File: config.mk
export PLATFORM = sky130hd
export DESIGN_NAME = multi_voice_adsr_envelope_core
export DESIGN_NICKNAME = d
export VERILOG_FILES = /design/src/rtl/mvae_pkg.sv /design/src/rtl/multi_voice_adsr_envelope_core.sv /design/src/rtl/mvae_ctrl.sv /design/src/rtl/mvae_dp.sv
export VERILOG_INCLUDE_DIRS = /design/src /design/src/rtl
export SDC_FILE = /design/constraint.sdc
export NUM_CORES = 2
export LEC_CHECK = 0
export BUFFER_PORTS_ARGS = -buffer_cell sky130_fd_sc_hd__buf_2
export CAP_MARGIN = 10
export CORE_AREA = 4 4 524 526
export CTS_BUF_LIST = sky130_fd_sc_hd__clkbuf_2
export DETAILED_ROUTE_END_ITERATION = 16
export DIE_AREA = 0 0 528 530
export GPL_ROUTABILITY_DRIVEN = 0
export PLACE_DENSITY = 0.68
export SYNTH_ARGS = -nofsm -noshare
export SYNTH_HDL_FRONTEND = slang
export SYNTH_SLANG_ARGS = --single-unit
File: constraint.sdc
create_clock -name clk -period 19.4 [get_ports clk]
set_input_delay 5.82 -clock clk [delete_from_list [all_inputs] [get_ports clk]]
set_output_delay 5.82 -clock clk [all_outputs]
set_load 0.02 [all_outputs]
File: src/rtl/multi_voice_adsr_envelope_core_macros.svh
// ----------------------------------------------------------------------------
// Envelope core assertion macros
// Shared assertion forms for the envelope core, clocked on clk and
// disabled while rst_n is low.
// ----------------------------------------------------------------------------
`ifndef MULTI_VOICE_ADSR_ENVELOPE_CORE_MACROS_SVH
`define MULTI_VOICE_ADSR_ENVELOPE_CORE_MACROS_SVH
`ifndef NO_ASSERTIONS
`define MVAE_ASSERT_SAME(label, ante, cons) \
    label: assert property (@(posedge clk) disable iff (!rst_n) (ante) |-> (cons)) \
        else $error("envelope core check failed");
`define MVAE_ASSERT_NEXT(label, ante, cons) \
    label: assert property (@(posedge clk) disable iff (!rst_n) (ante) |=> (cons)) \
        else $error("envelope core check failed");
`else
`define MVAE_ASSERT_SAME(label, ante, cons)
`define MVAE_ASSERT_NEXT(label, ante, cons)
`endif
`endif

File: src/rtl/mvae_pkg.sv
// ----------------------------------------------------------------------------
// Envelope core package
// Types, codes and shared arithmetic for the multi-voice envelope core.
// ----------------------------------------------------------------------------
package mvae_pkg;

    localparam int NUM_VOICES = 16;
    localparam int VIDX_W     = (NUM_VOICES > 1) ? $clog2(NUM_VOICES) : 1;

    localparam int LEVEL_W = 23;
    localparam int FADE_W  = 24;
    localparam int FRAC_W  = 16;
    localparam int WHOLE_W = LEVEL_W - FRAC_W;
    localparam int VEL_W   = 7;
    localparam int PROD_W  = VEL_W + WHOLE_W;
    localparam int CHAN_W  = 8;
    localparam int VOL_W   = 8;
    localparam int ENV_W   = 26;

    localparam logic signed [ENV_W-1:0] LEVEL_CEIL = ENV_W'(127 * 65536);
    localparam logic signed [ENV_W-1:0] FORCE_RATE = ENV_W'(6 * 65536);

    localparam logic [1:0] REQ_TICK       = 2'd0;
    localparam logic [1:0] REQ_NOTE_ON    = 2'd1;
    localparam logic [1:0] REQ_NOTE_OFF   = 2'd2;
    localparam logic [1:0] REQ_FORCE_STOP = 2'd3;

    localparam logic [2:0] ST_IDLE    = 3'd0;
    localparam logic [2:0] ST_ATTACK  = 3'd1;
    localparam logic [2:0] ST_DECAY   = 3'd2;
    localparam logic [2:0] ST_SUSTAIN = 3'd3;
    localparam logic [2:0] ST_RELEASE = 3'd4;
    localparam logic [2:0] ST_FORCE   = 3'd5;

    typedef struct packed {
        logic [1:0]                req_type;
        logic [3:0]                voice;
        logic [LEVEL_W-1:0]        initial_level;
        logic [LEVEL_W-1:0]        attack_rate;
        logic [LEVEL_W-1:0]        decay_rate;
        logic [LEVEL_W-1:0]        sustain_level;
        logic signed [FADE_W-1:0]  fade_rate;
        logic [LEVEL_W-1:0]        release_rate;
        logic [VEL_W-1:0]          note_velocity;
        logic [CHAN_W-1:0]         channel_volume;
        logic                      uses_channel_volume;
    } req_t;

    typedef struct packed {
        logic [3:0]         voice_out;
        logic [2:0]         stage_out;
        logic [LEVEL_W-1:0] level_out;
        logic [VOL_W-1:0]   volume_out;
        logic               finished;
    } rsp_t;

    typedef struct packed {
        logic capture;
        logic execute;
    } cmd_t;

    function automatic logic [VOL_W-1:0] calc_volume(
        input logic [PROD_W-1:0] prod,
        input logic [CHAN_W-1:0] chan,
        input logic              use_chan
    );
        logic [CHAN_W+PROD_W-1:0] full;
        full = (CHAN_W+PROD_W)'(chan) * (CHAN_W+PROD_W)'(prod);
        if (use_chan)
        begin
            return full[CHAN_W+PROD_W-1:CHAN_W+PROD_W-VOL_W];
        end
        return VOL_W'(prod[PROD_W-1:VEL_W]);
    endfunction

endpackage

File: src/rtl/multi_voice_adsr_envelope_core.sv
// The response register is loaded as S_CALC ends, once the response slot is
// free. No new request is taken until then, set by the single read-modify-write
// of the voice memory (read on accept, write on update). A stalled response
// holds the next request back only while the update waits.
// Reset clears the per-voice valid bits at once, so every voice reads as idle
// with level zero; no clearing pass is needed.
// ----------------------------------------------------------------------------
// Multi-voice envelope core
// Per-voice attack, decay, sustain and release envelope engine with a
// volume product, built as a controller and a datapath.
// ----------------------------------------------------------------------------
`include "multi_voice_adsr_envelope_core_macros.svh"

module multi_voice_adsr_envelope_core (
    input  logic             clk,
    input  logic             rst_n,
    input  logic             req_valid,
    output logic             req_ready,
    input  mvae_pkg::req_t   req,
    output logic             rsp_valid,
    input  logic             rsp_ready,
    output mvae_pkg::rsp_t   rsp
);

    mvae_pkg::cmd_t cmd;

    mvae_ctrl u_ctrl (
        .clk       (clk),
        .rst_n     (rst_n),
        .req_valid (req_valid),
        .req_ready (req_ready),
        .rsp_valid (rsp_valid),
        .rsp_ready (rsp_ready),
        .cmd       (cmd)
    );

    mvae_dp u_dp (
        .clk   (clk),
        .rst_n (rst_n),
        .req   (req),
        .cmd   (cmd),
        .rsp   (rsp)
    );

    `MVAE_ASSERT_NEXT(a_busy_after_accept, req_valid && req_ready, !req_ready)
    `MVAE_ASSERT_SAME(a_finish_idles, rsp_valid && rsp.finished, rsp.stage_out == mvae_pkg::ST_IDLE)
    `MVAE_ASSERT_SAME(a_rsp_after_calc, $rose(rsp_valid), $past(!req_ready))
    `MVAE_ASSERT_SAME(a_exec_needs_slot, cmd.execute, !rsp_valid || rsp_ready)

endmodule

File: src/rtl/mvae_ctrl.sv
// ----------------------------------------------------------------------------
// Envelope core controller
// Two-state sequencer that captures a request, runs one read-modify-write
// of the voice memory and loads the response register.
// ----------------------------------------------------------------------------
module mvae_ctrl (
    input  logic               clk,
    input  logic               rst_n,
    input  logic               req_valid,
    output logic               req_ready,
    output logic               rsp_valid,
    input  logic               rsp_ready,
    output mvae_pkg::cmd_t     cmd
);

    typedef enum logic {
        S_IDLE,
        S_CALC
    } state_t;

    state_t state_reg;
    logic   req_ready_reg;
    logic   rsp_valid_reg;
    logic   slot_free;

    assign slot_free   = !rsp_valid_reg || rsp_ready;
    assign cmd.capture = req_valid && req_ready_reg;
    assign cmd.execute = (state_reg == S_CALC) && slot_free;
    assign req_ready   = req_ready_reg;
    assign rsp_valid   = rsp_valid_reg;

    always_ff @(posedge clk or negedge rst_n)
    begin
        if (!rst_n)
        begin
            state_reg     <= S_IDLE;
            req_ready_reg <= 1'b1;
            rsp_valid_reg <= 1'b0;
        end
        else
        begin
            unique case (state_reg)
                S_IDLE:
                begin
                    if (rsp_ready)
                    begin
                        rsp_valid_reg <= 1'b0;
                    end
                    if (req_valid)
                    begin
                        state_reg     <= S_CALC;
                        req_ready_reg <= 1'b0;
                    end
                end
                S_CALC:
                begin
                    if (slot_free)
                    begin
                        state_reg     <= S_IDLE;
                        req_ready_reg <= 1'b1;
                        rsp_valid_reg <= 1'b1;
                    end
                end
                default:
                begin
                    state_reg <= S_IDLE;
                end
            endcase
        end
    end

endmodule

File: src/rtl/mvae_dp.sv
// ----------------------------------------------------------------------------
// Envelope core datapath
// Voice memory, envelope stage update, volume product and response register.
// ----------------------------------------------------------------------------
module mvae_dp (
    input  logic             clk,
    input  logic             rst_n,
    input  mvae_pkg::req_t   req,
    input  mvae_pkg::cmd_t   cmd,
    output mvae_pkg::rsp_t   rsp
);

    typedef struct packed {
        logic [2:0]                         stage;
        logic [mvae_pkg::LEVEL_W-1:0]       level;
        logic [mvae_pkg::LEVEL_W-1:0]       attack;
        logic [mvae_pkg::LEVEL_W-1:0]       decay;
        logic [mvae_pkg::LEVEL_W-1:0]       sustain;
        logic signed [mvae_pkg::FADE_W-1:0] fade;
        logic [mvae_pkg::LEVEL_W-1:0]       release_rate;
        logic [mvae_pkg::VEL_W-1:0]         velocity;
        logic [mvae_pkg::PROD_W-1:0]        prod;
    } voice_rec_t;

    voice_rec_t                    mem [mvae_pkg::NUM_VOICES];
    logic [mvae_pkg::NUM_VOICES-1:0] vld_reg;

    mvae_pkg::req_t                req_reg;
    voice_rec_t                    rd_reg;
    logic                          rd_vld_reg;
    logic                          in_range_reg;
    logic [mvae_pkg::PROD_W-1:0]   np_reg;
    mvae_pkg::rsp_t                rsp_reg;
    mvae_pkg::rsp_t                rsp_next;

    logic [mvae_pkg::VIDX_W-1:0]   cap_idx;
    logic [mvae_pkg::VIDX_W-1:0]   wr_idx;
    logic                          cap_in_range;
    voice_rec_t                    cur;
    voice_rec_t                    rec_next;
    logic signed [mvae_pkg::ENV_W-1:0] lvl_ext;
    logic signed [mvae_pkg::ENV_W-1:0] env;
    logic signed [mvae_pkg::ENV_W-1:0] rate;
    logic [mvae_pkg::VOL_W-1:0]    vol;
    logic                          fin;

    assign cap_idx      = mvae_pkg::VIDX_W'(req.voice);
    assign wr_idx       = mvae_pkg::VIDX_W'(req_reg.voice);
    assign cap_in_range = (32'(req.voice) < 32'(mvae_pkg::NUM_VOICES));

    always_ff @(posedge clk)
    begin
        if (cmd.capture)
        begin
            req_reg      <= req;
            in_range_reg <= cap_in_range;
            np_reg       <= mvae_pkg::PROD_W'(req.note_velocity)
                          * mvae_pkg::PROD_W'(req.initial_level[mvae_pkg::LEVEL_W-1:
                                                                 mvae_pkg::FRAC_W]);
            if (cap_in_range)
            begin
                rd_reg     <= mem[cap_idx];
                rd_vld_reg <= vld_reg[cap_idx];
            end
            else
            begin
                rd_vld_reg <= 1'b0;
            end
        end
        if (cmd.execute)
        begin
            rsp_reg <= rsp_next;
            if (in_range_reg)
            begin
                mem[wr_idx] <= rec_next;
            end
        end
    end

    always_ff @(posedge clk or negedge rst_n)
    begin
        if (!rst_n)
        begin
            vld_reg <= '0;
        end
        else if (cmd.execute && in_range_reg)
        begin
            vld_reg[wr_idx] <= 1'b1;
        end
    end

    always_comb
    begin
        cur = rd_reg;
        if (!rd_vld_reg)
        begin
            cur.stage = mvae_pkg::ST_IDLE;
            cur.level = '0;
            cur.prod  = '0;
        end
        rec_next = cur;
        vol      = '0;
        fin      = 1'b0;
        lvl_ext  = $signed({{(mvae_pkg::ENV_W-mvae_pkg::LEVEL_W){1'b0}}, cur.level});
        env      = lvl_ext;
        rate     = '0;
        case (req_reg.req_type) inside
            mvae_pkg::REQ_NOTE_ON:
            begin
                rec_next.stage        = mvae_pkg::ST_ATTACK;
                rec_next.level        = req_reg.initial_level;
                rec_next.attack       = req_reg.attack_rate;
                rec_next.decay        = req_reg.decay_rate;
                rec_next.sustain      = req_reg.sustain_level;
                rec_next.fade         = req_reg.fade_rate;
                rec_next.release_rate = req_reg.release_rate;
                rec_next.velocity     = req_reg.note_velocity;
                rec_next.prod         = np_reg;
                vol = mvae_pkg::calc_volume(np_reg, req_reg.channel_volume,
                                            req_reg.uses_channel_volume);
            end
            mvae_pkg::REQ_NOTE_OFF, mvae_pkg::REQ_FORCE_STOP:
            begin
                if (cur.stage != mvae_pkg::ST_IDLE)
                begin
                    rec_next.stage = (req_reg.req_type == mvae_pkg::REQ_NOTE_OFF)
                                   ? mvae_pkg::ST_RELEASE : mvae_pkg::ST_FORCE;
                end
            end
            default:
            begin
                if (cur.stage != mvae_pkg::ST_IDLE)
                begin
                    vol = mvae_pkg::calc_volume(cur.prod, req_reg.channel_volume,
                                                req_reg.uses_channel_volume);
                    case (cur.stage) inside
                        mvae_pkg::ST_ATTACK:
                        begin
                            env = lvl_ext + $signed(mvae_pkg::ENV_W'(cur.attack));
                            if (env >= mvae_pkg::LEVEL_CEIL)
                            begin
                                env            = mvae_pkg::LEVEL_CEIL;
                                rec_next.stage = mvae_pkg::ST_DECAY;
                            end
                        end
                        mvae_pkg::ST_DECAY:
                        begin
                            env = lvl_ext - $signed(mvae_pkg::ENV_W'(cur.decay));
                            if (env <= $signed(mvae_pkg::ENV_W'(cur.sustain)))
                            begin
                                env            = $signed(mvae_pkg::ENV_W'(cur.sustain));
                                rec_next.stage = mvae_pkg::ST_SUSTAIN;
                            end
                        end
                        mvae_pkg::ST_SUSTAIN:
                        begin
                            env = lvl_ext - $signed({{(mvae_pkg::ENV_W-mvae_pkg::FADE_W)
                                                      {cur.fade[mvae_pkg::FADE_W-1]}},
                                                     cur.fade});
                            if (env >= mvae_pkg::LEVEL_CEIL)
                            begin
                                env = mvae_pkg::LEVEL_CEIL;
                            end
                            else if (env <= 0)
                            begin
                                env = '0;
                                fin = 1'b1;
                            end
                        end
                        mvae_pkg::ST_RELEASE, mvae_pkg::ST_FORCE:
                        begin
                            rate = $signed(mvae_pkg::ENV_W'(cur.release_rate));
                            if ((cur.stage == mvae_pkg::ST_FORCE) && (cur.release_rate == '0))
                            begin
                                rate = mvae_pkg::FORCE_RATE;
                            end
                            env = lvl_ext - rate;
                            if (env <= 0)
                            begin
                                env = '0;
                                fin = 1'b1;
                            end
                        end
                        default:
                        begin
                            rec_next.stage = mvae_pkg::ST_IDLE;
                        end
                    endcase
                    rec_next.level = env[mvae_pkg::LEVEL_W-1:0];
                    rec_next.prod  = mvae_pkg::PROD_W'(cur.velocity)
                                   * mvae_pkg::PROD_W'(env[mvae_pkg::LEVEL_W-1:
                                                           mvae_pkg::FRAC_W]);
                    if (fin)
                    begin
                        rec_next.stage = mvae_pkg::ST_IDLE;
                    end
                end
            end
        endcase

        rsp_next.voice_out = req_reg.voice;
        if (in_range_reg)
        begin
            rsp_next.stage_out  = rec_next.stage;
            rsp_next.level_out  = rec_next.level;
            rsp_next.volume_out = vol;
            rsp_next.finished   = fin;
        end
        else
        begin
            rsp_next.stage_out  = mvae_pkg::ST_IDLE;
            rsp_next.level_out  = '0;
            rsp_next.volume_out = '0;
            rsp_next.finished   = 1'b0;
        end
    end

    assign rsp = rsp_reg;

endmodule
# After elaboration in Yosys (flattened, before gate mapping)
# Memories as Yosys holds them, arrays and structs flattened. A register that Yosys moved wholly into a read port is not among the register bits.
# Index checks and enable logic that the tools add are counted.
[word_totals]
output_inout_bits = 41
input_bits = 165
word_cells = 142
memories = 1
ramBits = 2608
ff_bits = 234
[op_classes]
reduce_logical = 13
mul = 4
muxes = 76
eq_ne = 11
magnitude_cmp = 8
addsub = 4
bitwise_logic = 3
[memory_table]
columns = ["memory", "depth", "width", "read_ports", "rd_ports_with_merged_regs", "write_ports", "line", "rtl"]
rows = [
  ["u_dp.mem", 16, 163, 1, 1, 1, "mvae_dp.sv:25", "voice_rec_t mem [mvae_pkg::NUM_VOICES];"],
]
[ops]
columns = ["cell", "count"]
rows = [
  ["two-way mux 23 bit", 15],
  ["two-way mux 26 bit", 9],
  ["two-way mux 123 bit", 1],
  ["two-way mux 14 bit", 4],
  ["two-way mux 8 bit", 7],
  ["multiplier 8 x 14 -> 22 bit", 2],
  ["two-way mux 3 bit", 10],
  ["multiplier 7 x 7 -> 14 bit", 2],
  ["less-or-equal comparator 26 x 1 -> 1 bit (second input constant)", 1],
  ["subtractor 24 x 26 -> 26 bit", 1],
  ["greater-or-equal comparator 25 x 24 -> 1 bit (second input constant)", 1],
  ["less-or-equal comparator 25 x 1 -> 1 bit (second input constant)", 1],
  ["two-way mux 1 bit", 25],
  ["subtractor 24 x 24 -> 25 bit", 1],
  ["adder 23 x 23 -> 24 bit", 1],
  ["greater-or-equal comparator 24 x 23 -> 1 bit (second input constant)", 1],
  ["less-or-equal comparator 24 bit", 1],
  ["subtractor 23 x 23 -> 24 bit", 1],
  ["logical NOT 23 bit", 1],
  ["bitwise OR 16 bit", 1],
  ["< comparator 4 x 5 -> 1 bit (second input constant)", 2],
  ["== test 3 x 2 -> 1 bit (second input constant)", 2],
  ["== test 3 bit (second input constant)", 2],
  ["!= test 2 bit (second input constant)", 3],
  ["other kinds (15)", 24],
]

# Logic depth before layout (Yosys ltp)
[depth]
ltp_word = 25
ltp_mapped = 44

# By module
# Synthesis repeated with hierarchy kept, for this count alone.
[unflattened]
cells_unflattened = 6742
area_unflattened_um2 = 128107.9
[by_module_without_submodules]
columns = ["mod", "cells_per_inst", "instances", "area_each_um2"]
rows = [
  ["mvae_dp", 6731, 1, 127970.2],
  ["mvae_ctrl", 11, 1, 137.6],
]

# Worst setup path before layout
# Ideal clock, no wire load.
[synth_timing]
path_kind = "input port to flip-flop"
startpoint = "in rsp_ready"
endpoint = "reg u_dp.vld_reg[8] in the netlist's numbering"
setup_ns = 0.136
arrival_ns = 19.217
path_slack_ns = 0.047
t_required_ns = 19.264
path_stages = 6
cell_sequence = "nand2b_1 nand2_1 inv_1 nand3b_1 nor3_1 or2_2"
[synth_rtl]
columns = ["element", "line", "rtl"]
rows = [
  ["from (decl)", "multi_voice_adsr_envelope_core.sv:21", "input logic rsp_ready,"],
  ["to (signal assigned)", "mvae_dp.sv:84", "vld_reg <= '0;"],
  ["to (signal, indexed assignment)", "mvae_dp.sv:88", "vld_reg[wr_idx] <= 1'b1;"],
  ["to (decl)", "mvae_dp.sv:26", "logic [mvae_pkg::NUM_VOICES-1:0] vld_reg;"],
]

==> qor.yml <==
yosys:
  syn_nets: 7422
  synth_ff_type: "edfxtp_1"
  syn_inst: 6803
  yosysWarnings: 0
  synth_edf_count: 2986
  synthArstFlopShare_pct: 0.632
  avgSynthCellArea_um2: 18.9
  synth.distinct_cells: 99
  yosysSeqAreaShare_pct: 69.9
  ys_ff_latch: 3005
  synthesis.area_um2: 129000
placed_design:
  placed_area_um2: 135000
  portBuffers: 205
  dpl.hpwl_um: 194000
critical_path:
  crit_path_frequent_cell: "inv_1"
  path_buf_inv: 7
  endpoint_kind: "register"
  cp_top_family: "compound AO/OA/AOI/OAI gates"
  worst_setup_path_start_kind: "register"
  cp_max_fo: 28
  worstSetupPathType: "register to register"
  critPathSlowestCell: "a31oi_1"
  crit_arrival_ns: 13.28
  cp.required_ns: 21.08
  slowest_delay_ns: 0.89
global_routing:
  use_met1_pct: 33.1
  antenna_found_initial: 21
  use_met3_pct: 4.80
  met2_usage_pct: 37.9
  grt-ovfl-total: 0
  grt_pass1_vias: 72312
  grt_pass1_wl_um: 492000
  grt_max_degree: 152
  busiest_layer: "met2"
  grt.total_usage_pct: 24.1
route:
  drtAntennaViolNets: 0
  drtIter0Drc: 8376
  viasPerCell: 6.02
  vias: 70428
  firstDrtPassIters: 7
  wl_per_cell_um: 29.0
  routed_wl_um: 339000
  drc: 0
power_and_ir_drop:
  power_mw: 17.2
  seqPwrFrac_pct: 48.8
  sw_frac_of_total_pct: 33.6
  max-vdd-ir-drop_uv: 149
  intPower_mw: 11.5
  leakage_nw: 49.0
  power_frac_clock_pct: 23.9
  p_per_area_nw_per_um2: 122
  combPwrFrac_pct: 27.3
  switchingPower_mw: 5.79
clock_network:
  htree_levels: 6
  cts_tree: "done"
  cts_max_path_buffers: 4
  cts_buffers: 730
  cts_hold_buf: 0
  cts_setup_buffers: 0
  path_clk_slew_ns: 0.11
  clock-sinks: 3005
  insertion_delay_ns: 2.15
  cts-resized-gates: 0
  cts_root_buf: "clkbuf_2"
sta:
  setup_tns_ns: 0
  worst_slew_pin_slew_ns: 1.46
  slew_headroom_pct: 2.39
  fin_crit_ns: 11.60
  slew_viol_final: 0
  skew_ns: 0.167
  fmaxAchievable_mhz: 86.2
  rsz0062_at_grt: "no"
  final.period_utilization_pct: 59.8
  hold_viol: 0
  finalSetupViolCount: 0
cells_and_area:
  num-nets-final: 8236
  largest_register_ffs: 2608
  area.growth.synth_to_final_pct: 9.76
  fin_area_um2: 141000
  drive_gt1_share_pct: 29.4
die:
  dieArea_um2: 280000
  die_width_um: 528
  fp.dieH_um: 530
  initial_utilization_pct: 47.7
  rows: 191
  pin_count: 206
  core_um2: 270000
flow_run:
  max_cap_violations: 0
status:
  status: "complete, no violations"
hold_path:
  hold_class: "register to register"
## synth_stat cells, types with 73 or more instances
cell | count | area, µm²
a21oi_1 | 201 | 1010
and2_1 | 132 | 826
and3_1 | 73 | 457
buf_1 | 90 | 338
clkbuf_1 | 222 | 833
edfxtp_1 | 2986 | 89700
fa_1 | 194 | 3880
ha_1 | 260 | 3250
inv_1 | 332 | 1250
mux4_2 | 790 | 17800
nand2_1 | 382 | 1430
nor2_1 | 134 | 503
o21ai_0 | 203 | 1020
## power by group through the flow
stage,Sequential [mW],Combinational [mW],Clock (mW)
finish,8.42,4.70,4.12
global route,8.45,5.20,4.61
CTS,8.43,4.67,4.24
detailed placement,8.57,4.63,0
global placement,8.55,4.53,0
floorplan,8.55,3.16,0
## routing by layer
layer | up-vias | wire [µm]
li1 | 29344 | -
met3 | 675 | 29600
met2 | 3674 | 162000
met4 | 18 | 14400
met1 | 36717 | 133000
met5 | - | 114
## final timing paths
path / endpoint / slack (ns) / startpoint / depth (start not counted)
setup / recovery: u_dp.mem[11][12] / 7.80 / u_dp.rd_vld_reg / 40
hold / removal: u_dp.vld_reg[15] / 0.47 / u_dp.vld_reg[15] / 1
setup reg to reg: u_dp.mem[11][12] / 7.80 / u_dp.rd_vld_reg / 40
hold reg to reg: u_dp.vld_reg[15] / 0.47 / u_dp.vld_reg[15] / 1
max in group asynchronous: u_dp.vld_reg[14] / 15.35 / rst_n / 1
min in group asynchronous: u_dp.vld_reg[5] / 3.66 / rst_n / 1
## per-stage QoR
step / util (%) / setup slack, ns / cells / hold slack, ns
after floorplan: - / 0.0474 / 6803 / 0.434
after global placement: 50.0 / 7.94 / 10450 / 0.447
after detailed placement: 50.0 / 7.66 / 10450 / 0.452
after CTS: 52.4 / 7.52 / 11689 / 0.475
after global routing: 52.4 / 6.98 / 11701 / 0.493
final: 52.4 / 7.80 / 11707 / 0.473
## cells by family (layout without fill, tap and decap cells)
group / count (synthesis) / in the layout / synth area share [%]
compound gates: 740 / 740 / 3.70
xor+xnor: 98 / 98 / 0.666
fa+ha+maj: 454 / 454 / 5.54
buf+inv: 655 / 1976 / 1.93
flops: 3005 / 3005 / 69.9
mux: 878 / 878 / 14.5
other cells: 0 / 13 / 0
simple gates: 973 / 973 / 3.71
## layout make-up
type / instances / area (µm²)
fill: 21540 / 129000
sequential: 3005 / 90100
multi-input combinational: 3143 / 36400
clock buffer: 1011 / 5060
tap: 3570 / 4470
timing repair buffer: 404 / 2670
clock inverter: 228 / 1450
inverter: 333 / 1250
antenna: 13 / 32.5
## cells in the final DEF, fill, tap and decap left out, drive strengths merged, types with 132 or more instances in the layout
master,count
buf,401
clkinv,188
and2,132
edfxtp,2986
mux4,790
nor2,134
o21ai,214
nand2,382
a21oi,203
ha,260
fa,194
clkbuf,1014
inv,357
Power figures use the tool's default switching activity.
